--- config.mk ---
export PLATFORM = sky130hd
export DESIGN_NAME = cc3_sqrt
export DESIGN_NICKNAME = d
export VERILOG_FILES = /design/src/cc3_pkg.sv /design/src/cc3_sqrt.sv
export SDC_FILE = /design/constraint.sdc
export NUM_CORES = 2
export LEC_CHECK = 0
export BUFFER_PORTS_ARGS = -buffer_cell sky130_fd_sc_hd__clkbuf_2
export CAP_MARGIN = 15
export CORE_ASPECT_RATIO = 0.7
export CORE_MARGIN = 2
export CORE_UTILIZATION = 58
export DETAILED_ROUTE_END_ITERATION = 8
export GPL_TIMING_DRIVEN = 0
export PLACE_DENSITY_LB_ADDON = 0.15
export SLEW_MARGIN = 20
export SYNTH_ARGS = -nofsm -noshare
export SYNTH_HDL_FRONTEND = slang
export SYNTH_SLANG_ARGS = --single-unit
--- constraint.sdc ---
create_clock -name aclk -period 3.7 [get_ports aclk]
set_input_delay 0.555 -clock aclk [delete_from_list [all_inputs] [get_ports aclk]]
set_output_delay 0.555 -clock aclk [all_outputs]
set_load 0.02 [all_outputs]
--- src/cc3_pkg.sv ---
// Shared widths and constants of the circumcircle pipeline.
package cc3_pkg;

    localparam int CW      = 24;            // input coordinate width
    localparam int NPT     = 9;             // coordinates per transfer
    localparam int IN_W    = NPT * CW;
    localparam int DW      = 25;            // edge vector component
    localparam int XW      = 50;            // cross product component, signed
    localparam int XMW     = 49;            // cross product magnitude
    localparam int SQW     = 50;            // squared edge length
    localparam int DTW     = 51;            // dot product, signed
    localparam int DMW     = 50;            // dot product magnitude
    localparam int MUL_CH  = 16;            // multiplier chunk per stage
    localparam int MULB    = 50;            // narrow operand of every multiplier
    localparam int MUL_LAT = (MULB + MUL_CH - 1) / MUL_CH;
    localparam int N2W     = 100;           // squared norm of the cross product
    localparam int WW      = 100;           // barycentric weight numerator
    localparam int P01W    = 100;           // product of two squared lengths
    localparam int CPW     = 124;           // weight times coordinate
    localparam int CSW     = 127;           // signed center numerator
    localparam int CNW     = 126;           // center numerator magnitude
    localparam int RNW     = P01W + MULB;   // radius numerator
    localparam int RDW     = N2W + 2;       // radius denominator
    localparam int CDW     = N2W + 1;       // center denominator
    localparam int RQB     = 64;            // radius quotient bits
    localparam int CQB     = 32;            // center quotient bits
    localparam int SQ_W    = 64;            // square root operand
    localparam int OW      = 32;            // output field width
    localparam int OUT_W   = 4 * OW;

    localparam logic [OW-1:0] POS_MAX = {1'b0, {(OW-1){1'b1}}};
    localparam logic [OW-1:0] NEG_MAG = {1'b1, {(OW-1){1'b0}}};
    localparam logic [OW-1:0] RAD_MAX = {OW{1'b1}};

endpackage

--- src/cc3_sqrt.sv ---
// Pipelined integer square root, one result bit per stage.
module cc3_sqrt
    import cc3_pkg::*;
(
    input  logic              aclk,
    input  logic              en,
    input  logic [SQ_W-1:0]   x_i,
    output logic [SQ_W/2-1:0] r_o
);

    localparam int NST = SQ_W / 2;

    logic [SQ_W-1:0] x_reg [NST-1];
    logic [SQ_W-1:0] r_reg [NST];

    for (genvar j = 0; j < NST; j++) begin : g_st
        localparam int SH = SQ_W - 2 - 2 * j;
        logic [SQ_W-1:0] xp;
        logic [SQ_W-1:0] rp;
        logic [SQ_W-1:0] t;
        logic            ge;

        if (j == 0) begin : g_first
            assign xp = x_i;
            assign rp = '0;
        end else begin : g_next
            assign xp = x_reg[j-1];
            assign rp = r_reg[j-1];
        end

        assign t  = rp + (SQ_W'(1) << SH);
        assign ge = (xp >= t);

        always_ff @(posedge aclk) begin
            if (en) begin
                r_reg[j] <= ge ? ((rp >> 1) + (SQ_W'(1) << SH)) : (rp >> 1);
            end
        end

        if (j < NST - 1) begin : g_x
            always_ff @(posedge aclk) begin
                if (en) begin
                    x_reg[j] <= ge ? (xp - t) : xp;
                end
            end
        end
    end

    assign r_o = r_reg[NST-1][SQ_W/2-1:0];

endmodule

==> summary.txt <==
Min Tclk post-route -> 3840 ps
Count leader, synth -> edfxtp_1
Die height -> 386 um
Compound-Gate Fraction of Synth Area -> 0.0978
Post-synthesis mux area share -> 0.00617
Leak pwr -> 51.5 nW
Io pins -> 98
Post-synthesis simple-gate area fraction -> 0.123
Worst Setup SP -> x_reg[1][245]
RSZ-0062 raised after global routing -> true
Critical Path AT -> 4490 ps
DR vias/cell -> 6.24
Area of the multi-input gates -> 44,300 um^2
Synth unique cells -> 91
Count of final setup violators -> 29
GRT overflow -> 0
Post-Syn Nets -> 10.4k
PortBufs -> 97
Req. time, crit path -> 4350 ps
Mean Syn Cell Area -> 12.5 um^2
Asr flop ratio synth -> 0
RePlAce Congestion -> 0.966
Xor and xnor area share after synthesis -> 0.0640
Post-route setup slack -> -135 ps
Final Core Density -> 0.660
Worst setup EP type -> register
Worst-path fanout max -> 10
Family with the most delay on the worst path -> simple AND/OR/NAND/NOR gates
Share of cells above drive strength 1 -> 0.105
Met1 Wirelength -> 165,000 um
Relative slew slack -> 0.210
Failing checks -> negative setup slack
Total number of vias -> 82.1k
Initial core utilization -> 0.583
Dpl hpwl -> 247,000 um
F_max -> 261 MHz
Fillers -> 15.2k
First-pass GRT wire length -> 484,000 um
Router iterations before antenna repair -> 8
FP Rows -> 140
Vias in the first global route -> 74.8k
Commonest cells in the netlist -> 2,512 x edfxtp_1, 716 x inv_1, 650 x nor2_1
CP cell instances -> or4_4, nor4b_4, or4b_4, or3_4, nor3_4, nor3b_4, buf_4, buf_6, buf_8, mux2_4
Area contributors post-synth -> edfxtp_1 62%, ha_1 5.8%, xnor2_1 3.5%
Critical path buffers and inverters -> 3
Slew Limit Fails -> 0
Post-synth top flop -> edfxtp_1
Final worst-path cycle share -> 1.04
Power Dens Cells -> 615 nW/um^2
Register Area -> 75,400 um^2
Clk buf depth -> 4
Initial antenna violation count -> 9
Run status -> finished with violations
Seq/Total Area, Yosys -> 0.623
N_diodes -> 0
H-Tree Depth -> 4
Synth top area share -> 0.623
Worst skew pair latency -> 880 ps
Yosys warnings -> 0
Clk slew on worst S/H paths -> 70 ps
Die area -> 213,000 um^2
Layout Nets -> 10.8k
Min-delay src -> x_i[62]
Routed WL -> 331,000 um
Yosys reg bits -> 2,512
Crit path kind -> reg2reg
Top sig layer -> met5
Initial detailed-routing violation count -> 11.9k
Post-Layout Cell Count -> 13.2k
Slowest-stage cell, CP -> or4_4
Skew final -> 64.7 ps
Root buf cell -> clkbuf_16
Placed cells -> 12.6k
Core box area -> 208,000 um^2
WL/cell -> 25.1 um
Max-Cap Viols -> 0
Clock sinks -> 2,512
Yosys top cell by area -> edfxtp_1
Largest family of logic cells by synthesized area -> simple AND/OR/NAND/NOR gates
Total GRT Usage -> 0.306
Min Hold Slack -> 47.4 ps
CTS tree -> done
DRT antenna net count -> 0
Worst VDD drop -> 506 uV
Max FFs per register -> 1,984
Post-synthesis adder-cell area fraction -> 0.0576
Synthesis-to-finish area growth -> 13.2%
Synthesized area -> 121,000 um^2
Worst-margin pin slew -> 1170 ps
R2r startpoint -> x_reg[1][245]
Post-Syn Instances -> 9,731
Startpoint types -> register
Slowest stage delay, CP -> 610 ps
Fin. Hold Viols -> 0
Wire length on met2 -> 122,000 um
CTS buffer count -> 233
Met3 WL -> 37,000 um
Post-synth EDFFs -> 2,512
Largest net degree at the start of global routing -> 107
Residual DRC count -> 0
Die Span X -> 550 um
HP Class -> in2reg
## cell type report
type | count | share of cell area
Sequential cell | 2512 | 0.550
Buffer | 158 | 0.00668
Tap cell | 2769 | 0.0253
Clock buffer | 272 | 0.0436
Timing Repair Buffer | 290 | 0.0198
Multi-Input combinational cell | 6306 | 0.323
Inverter | 723 | 0.0198
Clock inverter | 143 | 0.0119
## path summary, 6_finish.rpt
kind | endpoint | slack, ps | depth (start not counted)
worst max register to register | x_reg[1][286] | -140 | 10
worst min register to register | r_reg[7][159] | 410 | 0
worst max-delay path | x_reg[1][286] | -140 | 10
worst min-delay path | x_reg[0][62] | 50 | 3
## power breakdown
part	switching (mW)	internal [mW]
logic	12.1	7.95
clock network	10.6	13.7
registers	3.75	36.2
total	26.4	57.9
## through the flow
stage	power [mW]	setup WS, ps	setup TNS (ps)	cell area [um^2]
final	84.3	-135	-1110	137000
after global routing	87.9	-169	-3430	137000
after CTS	83.4	-0.115	-0.115	135000
after detailed placement	58.6	-1210	-319020	126000
after global placement	54.7	-40050	-	125000
after floorplan	51.5	266	0	121000
## repair_timing
| item | 4_1_cts | 5_1_grt |
|---|---|---|
| resized for setup | 244 | 338 |
| endpoints found under the setup margin | 598 | 601 |
| setup buffers | 41 | 58 |
| hold buffers | 63 | 0 |
| cloned | 1 | 4 |
| endpoints found under the hold margin | 63 | 0 |
| pin swaps | 27 | 60 |
## worst register-to-register path, delay by kind of cell, from the launching register on
kind                   cells  cell delay (ps)
multiplexers               1              310
flip-flops                 1              500
AND/OR/NAND/NOR            6             2420
buffers and inverters      3              400
## layout by cell type (no fill, tap or decap), types with 45 or more instances in the layout
cell type	Yosys	layout
nand3_1	170	165
xnor2_1	491	473
nor3_1	293	275
o31ai_1	49	47
nand2_1	616	613
o21a_1	93	93
and3_1	51	48
mux2_2	60	60
clkbuf_16	0	237
nand4_1	160	160
edfxtp_1	2512	2512
clkbuf_1	157	113
inv_1	716	714
a21o_1	251	251
or3_1	95	89
o21ai_0	454	422
nor2b_1	72	71
nand2b_1	107	107
buf_4	2	97
dlygate4sd3_1	0	63
nor4_1	310	274
clkbuf_2	0	128
a31oi_1	62	57
a21oi_1	628	581
ha_1	558	543
or4_1	54	45
xor2_1	394	386
nor2_1	650	621
## cell families (layout without fill, tap and decap cells)
group                    count (synthesis)  in the layout
buffers and inverters                  914           1586
flip-flops                            2512           2512
adder cells (fa/ha/maj)                558            558
XOR/XNOR                               885            885
multiplexers                            67             67
AND/OR/NAND/NOR                       2884           2885
AO/OA/AOI/OAI                         1911           1911
## metal layers
layer / GRT usage / vias to the layer above
li1: - / 37441
met1: 0.539 / 40184
met2: 0.375 / 4103
met3: 0.0618 / 414
met4: 0.0633 / 6
met5: 0 / -
(Power assumes the default switching activity.)
